`config.mk`:
```
export PLATFORM = sky130hd
export DESIGN_NAME = crc8_length_frame_receiver_unit_flat
export DESIGN_NICKNAME = d
export VERILOG_FILES = /design/src/sv/crc8f_pkg.sv /design/src/sv/crc8f_if.sv /design/src/sv/crc8f_ram.sv /design/src/sv/crc8f_parser.sv /design/src/sv/crc8_length_frame_receiver_unit.sv /design/src/flat_wrapper.sv
export SDC_FILE = /design/constraint.sdc
export NUM_CORES = 1
export LEC_CHECK = 0
export BUFFER_PORTS_ARGS = -buffer_cell sky130_fd_sc_hd__buf_2
export CORE_MARGIN = 2
export CORE_UTILIZATION = 55
export CTS_CLUSTER_DIAMETER = 60
export DETAILED_ROUTE_END_ITERATION = 16
export PLACE_DENSITY_LB_ADDON = 0.25
export SKIP_CTS_REPAIR_TIMING = 1
export SLEW_MARGIN = 20
export SYNTH_ARGS = -nofsm -noshare
export SYNTH_HDL_FRONTEND = slang
export SYNTH_SLANG_ARGS = --single-unit
```
`constraint.sdc`:
```
create_clock -name clk -period 10.1 [get_ports clk]
set_input_delay 1.01 -clock clk [delete_from_list [all_inputs] [get_ports clk]]
set_output_delay 1.01 -clock clk [all_outputs]
set_load 0.01 [all_outputs]
```
`src/sv/crc8f_pkg.sv`:
```
// Shared types, constants and the CRC-8 step function for the CRC-8
// length-prefixed frame receiver. No dependencies.
package crc8f_pkg;

  // Payload store depth and its address width.
  localparam int unsigned MAX_PAYLOAD = 64;
  localparam int unsigned STORE_AW    = $clog2(MAX_PAYLOAD);

  // Reset value of the CRC polynomial register.
  localparam logic [7:0] CRC_POLY_RST = 8'h07;

  // Input operation codes.
  typedef enum logic {
    OP_BYTE = 1'b0,
    OP_READ = 1'b1
  } op_t;

  // Frame phase; unused codes behave like PH_ADDR.
  typedef enum logic [2:0] {
    PH_ADDR = 3'd0,
    PH_ID   = 3'd1,
    PH_LEN  = 3'd2,
    PH_DATA = 3'd3,
    PH_CRC  = 3'd4
  } phase_t;

  // Result status codes.
  typedef enum logic [2:0] {
    ST_OPEN = 3'd0,
    ST_OK   = 3'd1,
    ST_BAD  = 3'd2,
    ST_OVER = 3'd3,
    ST_READ = 3'd4
  } status_t;

  // One input item as held in the input register.
  typedef struct packed {
    logic       op;
    logic [7:0] rx_byte;
    logic [5:0] read_index;
  } item_t;

  // One result item as held in the output register.
  typedef struct packed {
    status_t    frame_status;
    logic [7:0] device_address;
    logic [7:0] message_id;
    logic [7:0] payload_length;
    logic [7:0] read_data;
  } result_t;

  // Payload store write request.
  typedef struct packed {
    logic                we;
    logic [STORE_AW-1:0] addr;
    logic [7:0]          data;
  } store_wr_t;

  // One byte through the MSB-first CRC-8 register, no final xor.
  function automatic logic [7:0] crc8_update(input logic [7:0] crc,
                                             input logic [7:0] data,
                                             input logic [7:0] poly);
    logic [7:0] c;
    c = crc ^ data;
    for (int i = 0; i < 8; i++) begin
      c = c[7] ? ({c[6:0], 1'b0} ^ poly) : {c[6:0], 1'b0};
    end
    return c;
  endfunction

endpackage

```
`src/sv/crc8f_if.sv`:
```
// Valid/ready channel interfaces for the frame receiver's input and
// result transactions. Depends on nothing.
interface crc8f_in_if;
  logic       valid;
  logic       ready;
  logic       op;
  logic [7:0] rx_byte;
  logic [5:0] read_index;

  modport source (output valid, output op, output rx_byte, output read_index,
                  input ready);
  modport sink (input valid, input op, input rx_byte, input read_index,
                output ready);
endinterface

interface crc8f_out_if;
  logic       valid;
  logic       ready;
  logic [2:0] frame_status;
  logic [7:0] device_address;
  logic [7:0] message_id;
  logic [7:0] payload_length;
  logic [7:0] read_data;

  modport source (output valid, output frame_status, output device_address,
                  output message_id, output payload_length, output read_data,
                  input ready);
  modport sink (input valid, input frame_status, input device_address,
                input message_id, input payload_length, input read_data,
                output ready);
endinterface

```
`src/sv/crc8f_ram.sv`:
```
// Generic single-write, single-read RAM with a registered read port.
// Depends on nothing.
module crc8f_ram #(
  parameter int unsigned WIDTH = 8,
  parameter int unsigned DEPTH = 64
) (
  input  logic                     clk,
  input  logic                     we,
  input  logic [$clog2(DEPTH)-1:0] waddr,
  input  logic [WIDTH-1:0]         wdata,
  input  logic                     re,
  input  logic [$clog2(DEPTH)-1:0] raddr,
  output logic [WIDTH-1:0]         rdata
);

  logic [WIDTH-1:0] mem [DEPTH];

  // Write port.
  always_ff @(posedge clk) begin
    if (we) begin
      mem[waddr] <= wdata;
    end
  end

  // Registered read port; data holds while re is low.
  always_ff @(posedge clk) begin
    if (re) begin
      rdata <= mem[raddr];
    end
  end

endmodule

```
`src/sv/crc8f_parser.sv`:
```
// Frame phase state machine, header registers, running CRC and result
// formation for one item per step. Depends on crc8f_pkg.
module crc8f_parser
  import crc8f_pkg::*;
(
  input  logic       clk,
  input  logic       rst_n,
  input  logic       step,
  input  item_t      item,
  input  logic [7:0] crc_poly,
  input  logic [7:0] store_rdata,
  output store_wr_t  store_wr,
  output result_t    res
);

  phase_t     phase_r, phase_nxt;
  logic [7:0] cnt_r, cnt_nxt;
  logic [7:0] crc_r, crc_nxt;
  logic [7:0] addr_r, addr_nxt;
  logic [7:0] id_r, id_nxt;
  logic [7:0] len_r, len_nxt;
  logic [7:0] cnt_plus;
  logic [7:0] crc_base;
  logic [7:0] crc_upd;
  logic       byte_step;

  assign byte_step = step && (item.op == OP_BYTE);
  assign cnt_plus  = cnt_r + 8'd1;

  // An address byte starts a fresh CRC from zero.
  always_comb begin
    case (phase_r)
      PH_ID, PH_LEN, PH_DATA, PH_CRC: crc_base = crc_r;
      default:                        crc_base = 8'h00;
    endcase
  end

  assign crc_upd = crc8_update(crc_base, item.rx_byte, crc_poly);

  // Next phase.
  always_comb begin
    phase_nxt = phase_r;
    if (byte_step) begin
      case (phase_r)
        PH_ID:   phase_nxt = PH_LEN;
        PH_LEN:  phase_nxt = (item.rx_byte == 8'h00) ? PH_CRC : PH_DATA;
        PH_DATA: phase_nxt = (cnt_plus == len_r) ? PH_CRC : PH_DATA;
        PH_CRC:  phase_nxt = PH_ADDR;
        default: phase_nxt = PH_ID;
      endcase
    end
  end

  // Datapath updates, store write and result.
  always_comb begin
    cnt_nxt  = cnt_r;
    crc_nxt  = crc_r;
    addr_nxt = addr_r;
    id_nxt   = id_r;
    len_nxt  = len_r;
    store_wr = '0;
    res      = '0;
    res.frame_status = ST_OPEN;
    if (item.op == OP_READ) begin
      res.frame_status = ST_READ;
      if ((8'(item.read_index) < len_r) && (8'(item.read_index) < 8'(MAX_PAYLOAD))) begin
        res.read_data = store_rdata;
      end
    end else begin
      case (phase_r)
        PH_ID: begin
          id_nxt  = item.rx_byte;
          crc_nxt = crc_upd;
        end
        PH_LEN: begin
          len_nxt = item.rx_byte;
          crc_nxt = crc_upd;
          cnt_nxt = 8'd0;
        end
        PH_DATA: begin
          // Bytes past the end of the store still count and enter the CRC.
          store_wr.we   = step && (cnt_r < 8'(MAX_PAYLOAD));
          store_wr.addr = cnt_r[STORE_AW-1:0];
          store_wr.data = item.rx_byte;
          crc_nxt       = crc_upd;
          cnt_nxt       = cnt_plus;
        end
        PH_CRC: begin
          if (len_r > 8'(MAX_PAYLOAD)) begin
            res.frame_status = ST_OVER;
          end else if (item.rx_byte == crc_r) begin
            res.frame_status = ST_OK;
          end else begin
            res.frame_status = ST_BAD;
          end
          crc_nxt = 8'h00;
          cnt_nxt = 8'd0;
        end
        default: begin
          addr_nxt = item.rx_byte;
          crc_nxt  = crc_upd;
          cnt_nxt  = 8'd0;
        end
      endcase
    end
    res.device_address = addr_nxt;
    res.message_id     = id_nxt;
    res.payload_length = len_nxt;
  end

  // State registers.
  always_ff @(posedge clk) begin
    if (!rst_n) begin
      phase_r <= PH_ADDR;
      cnt_r   <= 8'd0;
      crc_r   <= 8'h00;
      addr_r  <= 8'd0;
      id_r    <= 8'd0;
      len_r   <= 8'd0;
    end else if (byte_step) begin
      phase_r <= phase_nxt;
      cnt_r   <= cnt_nxt;
      crc_r   <= crc_nxt;
      addr_r  <= addr_nxt;
      id_r    <= id_nxt;
      len_r   <= len_nxt;
    end
  end

  // The CRC byte is expected only after exactly len payload bytes.
  a_crc_count: assert property (@(posedge clk) disable iff (!rst_n)
    phase_r == PH_CRC |-> cnt_r == len_r)
    else $error("CRC phase reached with payload count not equal to length");

  // The store is written only by a payload byte inside the store range.
  a_store_write: assert property (@(posedge clk) disable iff (!rst_n)
    store_wr.we |-> byte_step && phase_r == PH_DATA && cnt_r < 8'(MAX_PAYLOAD))
    else $error("payload store written outside the payload phase");

  // A frame verdict only comes from the CRC byte.
  a_verdict: assert property (@(posedge clk) disable iff (!rst_n)
    (res.frame_status == ST_OK || res.frame_status == ST_BAD ||
     res.frame_status == ST_OVER) |-> item.op == OP_BYTE && phase_r == PH_CRC)
    else $error("frame verdict outside the CRC phase");

endmodule

```
`src/sv/crc8_length_frame_receiver_unit.sv`:
```
// Top level of the CRC-8 length-prefixed frame receiver: input register,
// output register, payload store and parser. Depends on crc8f_pkg,
// crc8f_if, crc8f_ram and crc8f_parser.
//
// Usage:
//   in_ch carries one transaction per received byte (op 0, rx_byte) or per
//   payload read (op 1, read_index). out_ch returns one result transaction
//   per input transaction, in order. cfg_we/cfg_wdata write the CRC
//   polynomial; write it only while no transaction is in flight.
// Timing:
//   A transaction is registered in the input register on acceptance and is
//   processed, with its result registered in the output register, once that
//   register is free. One transaction per cycle is sustained while out_ch.ready
//   stays high, since the CRC step and phase update are combinational.
// Reset:
//   rst_n (synchronous, active low) empties both registers, clears the parser
//   state and header, and sets the polynomial to 0x07; the store is kept.
// Backpressure:
//   While out_ch.ready is low the output register holds, at most one more
//   transaction enters the input register, and then in_ch.ready drops.
module crc8_length_frame_receiver_unit
  import crc8f_pkg::*;
(
  input  logic              clk,
  input  logic              rst_n,
  crc8f_in_if.sink          in_ch,
  crc8f_out_if.source       out_ch,
  input  logic              cfg_we,
  input  logic [7:0]        cfg_wdata
);

  logic       s1_v_r;
  item_t      s1_item_r;
  logic       out_v_r;
  result_t    out_res_r;
  logic [7:0] crc_poly_r;
  logic       byp_hit_r;
  logic [7:0] byp_data_r;
  logic       advance;
  logic       accept;
  logic [7:0] ram_rdata;
  logic [7:0] rd_byte;
  store_wr_t  store_wr;
  result_t    res;

  // Handshake: the stage advances when the output register is free.
  assign advance      = s1_v_r && (!out_v_r || out_ch.ready);
  assign in_ch.ready  = !s1_v_r || advance;
  assign accept       = in_ch.valid && in_ch.ready;

  // Polynomial register.
  always_ff @(posedge clk) begin
    if (!rst_n) begin
      crc_poly_r <= CRC_POLY_RST;
    end else if (cfg_we) begin
      crc_poly_r <= cfg_wdata;
    end
  end

  // Input register.
  always_ff @(posedge clk) begin
    if (!rst_n) begin
      s1_v_r <= 1'b0;
    end else if (in_ch.ready) begin
      s1_v_r <= in_ch.valid;
    end
  end

  always_ff @(posedge clk) begin
    if (accept) begin
      s1_item_r.op         <= in_ch.op;
      s1_item_r.rx_byte    <= in_ch.rx_byte;
      s1_item_r.read_index <= in_ch.read_index;
    end
  end

  // A payload byte written in the cycle a read is accepted is forwarded.
  always_ff @(posedge clk) begin
    if (!rst_n) begin
      byp_hit_r <= 1'b0;
    end else if (accept) begin
      byp_hit_r <= store_wr.we && (store_wr.addr == STORE_AW'(in_ch.read_index));
    end
  end

  always_ff @(posedge clk) begin
    if (accept) begin
      byp_data_r <= store_wr.data;
    end
  end

  assign rd_byte = byp_hit_r ? byp_data_r : ram_rdata;

  // Payload store.
  crc8f_ram #(
    .WIDTH (8),
    .DEPTH (MAX_PAYLOAD)
  ) u_store (
    .clk   (clk),
    .we    (store_wr.we),
    .waddr (store_wr.addr),
    .wdata (store_wr.data),
    .re    (accept),
    .raddr (STORE_AW'(in_ch.read_index)),
    .rdata (ram_rdata)
  );

  // Frame parser.
  crc8f_parser u_parser (
    .clk         (clk),
    .rst_n       (rst_n),
    .step        (advance),
    .item        (s1_item_r),
    .crc_poly    (crc_poly_r),
    .store_rdata (rd_byte),
    .store_wr    (store_wr),
    .res         (res)
  );

  // Output register.
  always_ff @(posedge clk) begin
    if (!rst_n) begin
      out_v_r <= 1'b0;
    end else if (advance) begin
      out_v_r <= 1'b1;
    end else if (out_ch.ready) begin
      out_v_r <= 1'b0;
    end
  end

  always_ff @(posedge clk) begin
    if (advance) begin
      out_res_r <= res;
    end
  end

  assign out_ch.valid          = out_v_r;
  assign out_ch.frame_status   = out_res_r.frame_status;
  assign out_ch.device_address = out_res_r.device_address;
  assign out_ch.message_id     = out_res_r.message_id;
  assign out_ch.payload_length = out_res_r.payload_length;
  assign out_ch.read_data      = out_res_r.read_data;

  // An accepted transaction always occupies the input register next cycle.
  a_accept_fill: assert property (@(posedge clk) disable iff (!rst_n)
    accept |=> s1_v_r)
    else $error("accepted transaction lost before processing");

  // A processed transaction always yields a pending result next cycle.
  a_advance_out: assert property (@(posedge clk) disable iff (!rst_n)
    advance |=> out_v_r)
    else $error("processed transaction produced no result");

  // A stalled result is never overwritten by a new one.
  a_no_overwrite: assert property (@(posedge clk) disable iff (!rst_n)
    out_v_r && !out_ch.ready |-> !advance)
    else $error("stalled result overwritten");

  // A store write only happens while a transaction is being processed.
  a_write_step: assert property (@(posedge clk) disable iff (!rst_n)
    store_wr.we |-> advance)
    else $error("payload store written without a transaction in process");

endmodule
```
`src/flat_wrapper.sv`:
```
// flat-port wrapper written by rule: the top's interface ports become plain ports
module crc8_length_frame_receiver_unit_flat import crc8f_pkg::*;
  (clk, rst_n, cfg_we, cfg_wdata, in_ch_valid, in_ch_op, in_ch_rx_byte, in_ch_read_index, in_ch_ready, out_ch_valid, out_ch_frame_status, out_ch_device_address, out_ch_message_id, out_ch_payload_length, out_ch_read_data, out_ch_ready);
  crc8f_in_if in_ch_i ();
  crc8f_out_if out_ch_i ();
  input  logic clk;
  input  logic rst_n;
  input  logic cfg_we;
  input  logic [7:0] cfg_wdata;
  input wire logic [$bits(in_ch_i.valid)-1:0] in_ch_valid;
  input wire logic [$bits(in_ch_i.op)-1:0] in_ch_op;
  input wire logic [$bits(in_ch_i.rx_byte)-1:0] in_ch_rx_byte;
  input wire logic [$bits(in_ch_i.read_index)-1:0] in_ch_read_index;
  output wire logic [$bits(in_ch_i.ready)-1:0] in_ch_ready;
  output wire logic [$bits(out_ch_i.valid)-1:0] out_ch_valid;
  output wire logic [$bits(out_ch_i.frame_status)-1:0] out_ch_frame_status;
  output wire logic [$bits(out_ch_i.device_address)-1:0] out_ch_device_address;
  output wire logic [$bits(out_ch_i.message_id)-1:0] out_ch_message_id;
  output wire logic [$bits(out_ch_i.payload_length)-1:0] out_ch_payload_length;
  output wire logic [$bits(out_ch_i.read_data)-1:0] out_ch_read_data;
  input wire logic [$bits(out_ch_i.ready)-1:0] out_ch_ready;
  assign in_ch_i.valid = in_ch_valid;
  assign in_ch_i.op = in_ch_op;
  assign in_ch_i.rx_byte = in_ch_rx_byte;
  assign in_ch_i.read_index = in_ch_read_index;
  assign in_ch_ready = in_ch_i.ready;
  assign out_ch_valid = out_ch_i.valid;
  assign out_ch_frame_status = out_ch_i.frame_status;
  assign out_ch_device_address = out_ch_i.device_address;
  assign out_ch_message_id = out_ch_i.message_id;
  assign out_ch_payload_length = out_ch_i.payload_length;
  assign out_ch_read_data = out_ch_i.read_data;
  assign out_ch_i.ready = out_ch_ready;
  crc8_length_frame_receiver_unit u_core (.clk(clk), .rst_n(rst_n), .in_ch(in_ch_i), .out_ch(out_ch_i), .cfg_we(cfg_we), .cfg_wdata(cfg_wdata));
endmodule
```
==> results.md, run 1 <==
* Crit path cell chain: or3_1 > nand4_2 > a211oi_1 > o2bb2a_1 > a211o_1 > and4_1 > or4b_4 > and3b_1 > or4_1 > mux2i_1 > xnor3_1 > or3_1 > a32o_1
* CP Launch Type: flop
* Overall Power at 5.54 mW
* Drt wl/cell at 26.4 µm
* 1st-pass router iterations at 5
* Clk slew on worst S/H paths at 0.06 ns
* Max-slew violations at 0
* Clk sink count at 632
* First-pass GRT wire length at 92000 µm
* Reg-to-reg startpoint: u_core.u_parser.phase_r[0]$_SDFFE_PN0P_
* GRT Util Overall at 0.248
* CP Max Fanout at 13
* IO Pins at 65
* Slew headroom at 0.320
* Run status: finished clean
* Share of cells above drive strength 1 at 0.239
* CTS tree: yes
* RSZ-0062 raised after global routing: false
* Initial core utilization at 0.558
* Delay-heaviest family, CP: simple AND/OR/NAND/NOR gates
* Num CTS Buffers at 61
* Pleak at 9.84 nW
* DRC errors left at 0
* Post-synth ARST share at 0
* Antenna Nets Post-Route at 0
* # nets final at 1655
* Post-route clock period utilization at 0.558
* Setup TNS at 0 ns
* Top cells by area, synth: edfxtp_1 (65%), mux4_2 (14%), dfxtp_1 (4.0%)
* Vias in the first global route at 14600
* Worst vdd ir at 0.183 mV
* Inserted Diodes at 0
* Final WL at 60500 µm
* Post-DP HPWL at 38000 µm
* PwrDens at 186 nW/µm²
* Syn nets at 1594
* Hold Crit Start: u_core.u_parser.addr_r[3]$_SDFFE_PN0P_
* Core area at 47900 µm²
* Placement Cell Area at 27800 µm²
* Yosys warnings at 0
* Synth area leader: edfxtp_1
* Slowest CP cell: or4_1
* Initial antenna violation count at 0
* #FFs+latches synth at 632
* Gpl congestion at 0.859
* Critical Path RT at 10.61 ns
* Crit path largest cell delay at 0.75 ns
* Synth Cell Area at 26800 µm²
* CTS H-Tree Depth at 2
* Max-cap violation count at 0
* Yosys cell types at 74
* Post-synth top area share at 0.648
* Post-Syn Instances at 1560
* Die Area at 50500 µm²
* Grt ovf at 0
* HP Class: reg2reg
* Synth-to-Final Area Change at 11.2%
* Final core utilization at 0.621
* Worst Path Class, Setup: reg2reg
* Post-Syn Area per Cell at 17.2 µm²
* Final hold vios at 0
* Maximum clock path buffer count at 3
* Count of final setup violators at 0
* Via density at 6.33
* R2R Setup Slk at 4.47 ns
* Root Driver: clkbuf_16
* CP Capture Type: flop
* Top cell by count, worst path: or3_1
* Maximum clock frequency at 178 MHz
* Via count at 14500
* Fill cell count at 3380
* IO Port Bufs at 64
* Initial DRC Count at 1497
* Period minus WS final at 5.63 ns
* Register area share after synthesis at 0.689
* Final instance area at 29800 µm²
* WP buf/inv at 0
* Arrival time of the worst setup path at 6.15 ns
* Hold WS at 0.455 ns
* Die width at 225 µm
* Worst-margin pin slew at 1.02 ns
* Crit path from: u_core.u_parser.phase_r[0]$_SDFFE_PN0P_
* Layout Skew at 0.0219 ns
* Number of enable flip-flop cells after synthesis at 578
* Rows at 80
* Main synth FF type: edfxtp_1
* Largest net degree at the start of global routing at 66
* Die H at 225 µm
* Skew-Pair Late Insertion Delay at 0.63 ns
-- Yosys cell counts, types with 3 or more instances --
| cell type | number |
|---|---|
| xnor3_1 | 9 |
| buf_1 | 16 |
| dfxtp_1 | 54 |
| xor2_1 | 21 |
| and2_1 | 10 |
| nand3b_1 | 3 |
| mux2_2 | 19 |
| mux4_2 | 168 |
| o32ai_1 | 4 |
| a32oi_1 | 4 |
| nand3_1 | 31 |
| and4_1 | 3 |
| a21oi_1 | 47 |
| or2_2 | 6 |
| clkbuf_1 | 72 |
| nor2_1 | 139 |
| xnor2_1 | 32 |
| nand4_1 | 15 |
| o31ai_1 | 4 |
| o211ai_1 | 3 |
| o31a_1 | 3 |
| mux2i_1 | 23 |
| nand2_1 | 101 |
| buf_2 | 4 |
| inv_1 | 19 |
| nor2b_1 | 6 |
| and3_1 | 6 |
| a211o_1 | 3 |
| a32o_1 | 3 |
| buf_6 | 3 |
| a211oi_1 | 18 |
| or3_1 | 7 |
| or4_1 | 7 |
| nand4b_1 | 3 |
| nor3_1 | 14 |
| a311oi_1 | 3 |
| nand2b_1 | 10 |
| edfxtp_1 | 578 |
| nor4_1 | 7 |
| a31oi_1 | 6 |
| ha_1 | 6 |
| o21ai_0 | 29 |
-- worst min-delay path, stage by stage, from the launching register on --
cell,delay [ns]
dfxtp_1,0.31
nand2_1,0.05
a21oi_1,0.05
-- final timing paths --
check                                                end  cells past startpoint
hold reg to reg   u_core.u_parser.addr_r[3]$_SDFFE_PN0P_                      2
setup reg to reg   u_core.u_parser.crc_r[6]$_SDFFE_PN0P_                     13
hold / removal    u_core.u_parser.addr_r[3]$_SDFFE_PN0P_                      2
setup / recovery   u_core.u_parser.crc_r[6]$_SDFFE_PN0P_                     13
-- report_power, final --
group | switching, mW | internal, mW | total (mW)
sequential | 0.0262 | 2.84 | 2.87
clock | 0.978 | 1.30 | 2.28
combinational | 0.215 | 0.168 | 0.383
-- cell families after synthesis --
kind of cell,synth area share
fa+ha+maj,0.00280
flops,0.689
compound gates,0.0411
xor+xnor,0.0258
simple gates,0.0667
buf+inv,0.0171
mux,0.158
-- per-stage QoR --
step	instances	worst slack [ns]
after global routing	2289	4.19
final	2289	4.47
after floorplan	1560	4.97
after global placement	2172	4.67
after CTS	2289	4.51
after detailed placement	2173	4.53
-- layout make-up --
class	instances	area (µm²)	area share
Clock buffer	69	1580	0.0530
Clock inverter	47	442	0.0148
Inverter	20	75.1	0.00252
Multi-Input combinational cell	813	7920	0.266
Sequential cell	632	18400	0.619
Tap cell	615	769	0.0258
Timing Repair Buffer	93	562	0.0189
-- layer usage --
layer  wire length, µm  track usage  share of wire  vias to the layer above
met5                 0            0              0                        -
met3              4200       0.0406          0.069                       85
met2             30000        0.407           0.50                      574
met1             24600        0.344           0.41                     7481
met4              1680       0.0810          0.028                        0
li1                  -            -              -                     6343
-- state kept, by name (all words and copies together), names as in the netlist --
register                      flops
u_core.u_parser.crc_r             8
u_core.u_parser.cnt_r             8
u_core.s1_item_r                 15
u_core.s1_v_r                     1
u_core.out_ch.payload_length      8
u_core.u_parser.phase_r           3
u_core.u_parser.len_r             8
u_core.u_store.mem              512
u_core.out_ch.device_address      8
u_core.u_parser.id_r              8
u_core.out_ch.read_data           8
u_core.out_ch.frame_status        3
u_core.u_parser.addr_r            8
u_core.byp_hit_r                  1
u_core.crc_poly_r                 8
u_core.byp_data_r                 8
u_core.out_ch.message_id          8
u_core.out_ch.valid               1
u_core.u_store.rdata              8
-- cell usage in the layout (no fill, tap or decap), drive strengths merged, types with 7 or more instances in the layout --
cell,synthesis,layout
a211oi,18,18
a21oi,47,47
a31oi,8,8
and2,10,10
buf,23,92
bufinv,0,7
clkbuf,72,70
clkinv,1,31
dfxtp,54,54
edfxtp,578,578
inv,19,23
mux2,19,19
mux2i,23,23
mux4,168,168
nand2,101,101
nand2b,10,10
nand3,31,31
nand4,16,16
nor2,140,140
nor3,15,15
nor4,9,9
o21ai,31,31
or3,7,7
or4,7,7
xnor2,32,32
xnor3,9,9
xor2,21,21
Power figures use the tool's default switching activity.
==> run 2, diff against run 1 <==
==> constraint.sdc (replaced) <==
create_clock -name clk -period 5.5 [get_ports clk]
set_input_delay 0.55 -clock clk [delete_from_list [all_inputs] [get_ports clk]]
set_output_delay 0.55 -clock clk [all_outputs]
set_load 0.01 [all_outputs]
==> results.md, run 2 (synthesis gave the netlist of run 1 again) <==
* Post-DP HPWL at 39000 µm (was 38000 µm)
* Initial DRC Count at 1652 (was 1497)
* Storage cell area at 18400 µm² (about the same)
* GRT Util Overall at 0.249 (was 0.248)
* Root Driver: clkbuf_16 (unchanged)
* Die width at 225 µm (unchanged)
* Crit path cell chain: inv_1 > o31ai_1 > a2111oi_1 > o31a_1 > o21ai_0 > a21oi_1 > or4b_4 > and3b_1 > or4_1 > mux2i_1 > xnor3_1 > or3_1 > a32o_1 (was or3_1 > nand4_2 > a211oi_1 > o2bb2a_1 > a211o_1 > and4_1 > or4b_4 > and3b_1 > or4_1 > mux2i_1 > xnor3_1 > or3_1 > a32o_1)
* Maximum clock path buffer count at 3 (unchanged)
* Run status: finished clean (unchanged)
* # nets final at 1671 (was 1655)
* Post-route clock period utilization at 0.959 (was 0.558)
* Fill cell count at 3342 (was 3380)
* Rows at 80 (unchanged)
* Gpl congestion at 0.886 (was 0.859)
* CTS tree: yes (unchanged)
* Regs by FF count: u_core.u_store.mem: 512 flops, u_core.s1_item_r: 15 flops (unchanged)
* IO Port Bufs at 64 (unchanged)
* Fin cells at 2304 (was 2289)
* Vias in the first global route at 14500 (was 14600)
* Count of final setup violators at 0 (unchanged)
* Skew-Pair Late Insertion Delay at 0.65 ns (was 0.63 ns)
* PwrDens at 342 nW/µm² (was 186 nW/µm²)
* First-pass GRT wire length at 92200 µm (was 92000 µm)
* CP Capture Type: flop (unchanged)
* Delay-heaviest family, CP: compound AO/OA/AOI/OAI gates (was simple AND/OR/NAND/NOR gates)
* WP buf/inv at 1 (was 0)
* Grt ovf at 0 (unchanged)
* Period minus WS final at 5.27 ns (was 5.63 ns)
* RSZ-0062 raised after global routing: false (unchanged)
* Commonest cells after routing, fill and taps aside: edfxtp_1 (578), mux4_2 (168), nor2_1 (136), nand2_1 (101), buf_2 (62) (was edfxtp_1 (578), mux4_2 (168), nor2_1 (136), nand2_1 (101))
* Inserted Diodes at 0 (unchanged)
* CP Launch Type: flop (unchanged)
* Arrival time of the worst setup path at 5.77 ns (was 6.15 ns)
* Die H at 225 µm (unchanged)
* Via count at 14600 (was 14500)
* Final WL at 61400 µm (was 60500 µm)
* Final hold vios at 0 (unchanged)
* Worst vdd ir at 0.301 mV (was 0.183 mV)
* Antenna Nets Post-Route at 0 (unchanged)
* HP Class: in2reg (was reg2reg)
* Multi-input gate area at 7940 µm² (was 7920 µm²)
* Slew headroom at 0.245 (was 0.320)
* Clk slew on worst S/H paths at 0.06 ns (about the same)
* Pleak at 9.94 nW (was 9.84 nW)
* CP Max Fanout at 6 (was 13)
* Most common cell after layout, fill and taps aside: edfxtp_1 (unchanged)
* Worst Path Class, Setup: reg2reg (unchanged)
* Largest register FFs at 512 (unchanged)
* Num CTS Buffers at 61 (unchanged)
* Clk sink count at 632 (unchanged)
* Initial core utilization at 0.558 (unchanged)
* Share of cells above drive strength 1 at 0.247 (was 0.239)
* Slowest CP cell: or4_1 (unchanged)
* Via density at 6.35 (was 6.33)
* Crit path largest cell delay at 0.65 ns (was 0.75 ns)
* Die Area at 50500 µm² (unchanged)
* Largest net degree at the start of global routing at 132 (was 66)
* DRC errors left at 0 (unchanged)
* Max-slew violations at 0 (unchanged)
* Drt wl/cell at 26.6 µm (was 26.4 µm)
* Core area at 47900 µm² (unchanged)
* Biggest register: u_core.u_store.mem (unchanged)
* 1st-pass router iterations at 5 (unchanged)
* Placed cells at 2189 (was 2173)
* CTS H-Tree Depth at 2 (unchanged)
* Max-cap violation count at 0 (unchanged)
* Initial antenna violation count at 0 (unchanged)
* Layout Skew at 0.0461 ns (was 0.0219 ns)
* IO Pins at 65 (unchanged)
* Critical Path RT at 6.00 ns (was 10.61 ns)
* Worst-margin pin slew at 1.13 ns (was 1.02 ns)
* Maximum clock frequency at 190 MHz (was 178 MHz)
* Setup TNS at 0 ns (unchanged)
* Synth-to-Final Area Change at 11.9% (was 11.2%)
## run 2: worst register-to-register path: stages (launching register included)
cell,delay (ns)
dfxtp_1,0.51
inv_1,0.18
o31ai_1,0.48
a2111oi_1,0.16
o31a_1,0.37
o21ai_0,0.51
a21oi_1,0.19
or4b_4,0.61
and3b_1,0.21
or4_1,0.65
mux2i_1,0.21
xnor3_1,0.45
or3_1,0.36
a32o_1,0.26
## run 2: final timing paths
check,from,to,slack [ns],cells past startpoint
worst max register to register,u_core.u_parser.crc_r[7]$_SDFFE_PN0P_,u_core.u_parser.crc_r[6]$_SDFFE_PN0P_,0.23,13
worst min register to register,u_core.u_parser.id_r[3]$_SDFFE_PN0P_,u_core.u_parser.id_r[3]$_SDFFE_PN0P_,0.45,2
worst min-delay path,in_ch_rx_byte[2],u_core.s1_item_r[8]$_DFFE_PP_,0.09,1
worst max-delay path,u_core.u_parser.crc_r[7]$_SDFFE_PN0P_,u_core.u_parser.crc_r[6]$_SDFFE_PN0P_,0.23,13
## run 2: metal layers
layer,wire length [µm],vias up,track usage
met2,30400,591,0.407
met3,4110,95,0.0333
met5,0,-,0
li1,-,6370,-
met1,25300,7571,0.356
met4,1540,0,0.0743
## run 2: metrics by stage
| stage | hold WS (ns) | utilization | power [mW] | cell area (µm²) | worst slack [ns] |
|---|---|---|---|---|---|
| floorplan | 0.434 | - | 5.90 | 26800 | 0.698 |
| global placement | 0.439 | 0.582 | 6.09 | 27900 | 0.287 |
| detailed placement | 0.449 | 0.582 | 6.10 | 27900 | 0.157 |
| CTS | 0.0647 | 0.625 | 10.3 | 29900 | 0.119 |
| global route | 0.0692 | 0.625 | 10.5 | 30000 | 0.0609 |
| finish | 0.0894 | 0.625 | 10.2 | 30000 | 0.227 |
## run 2: area by class of cell
type | instances | share of cell area
Tap cell | 615 | 0.0257
Clock inverter | 37 | 0.0146
Sequential cell | 632 | 0.615
Multi-Input combinational cell | 813 | 0.265
Inverter | 20 | 0.00251
Clock buffer | 78 | 0.0537
Timing Repair Buffer | 109 | 0.0232
## run 2: power by group
part	total [mW]	internal, mW	switching [mW]
combinational	0.730	0.325	0.405
sequential	5.27	5.22	0.0488
clock	4.23	2.45	1.78
total	10.2	8.00	2.23
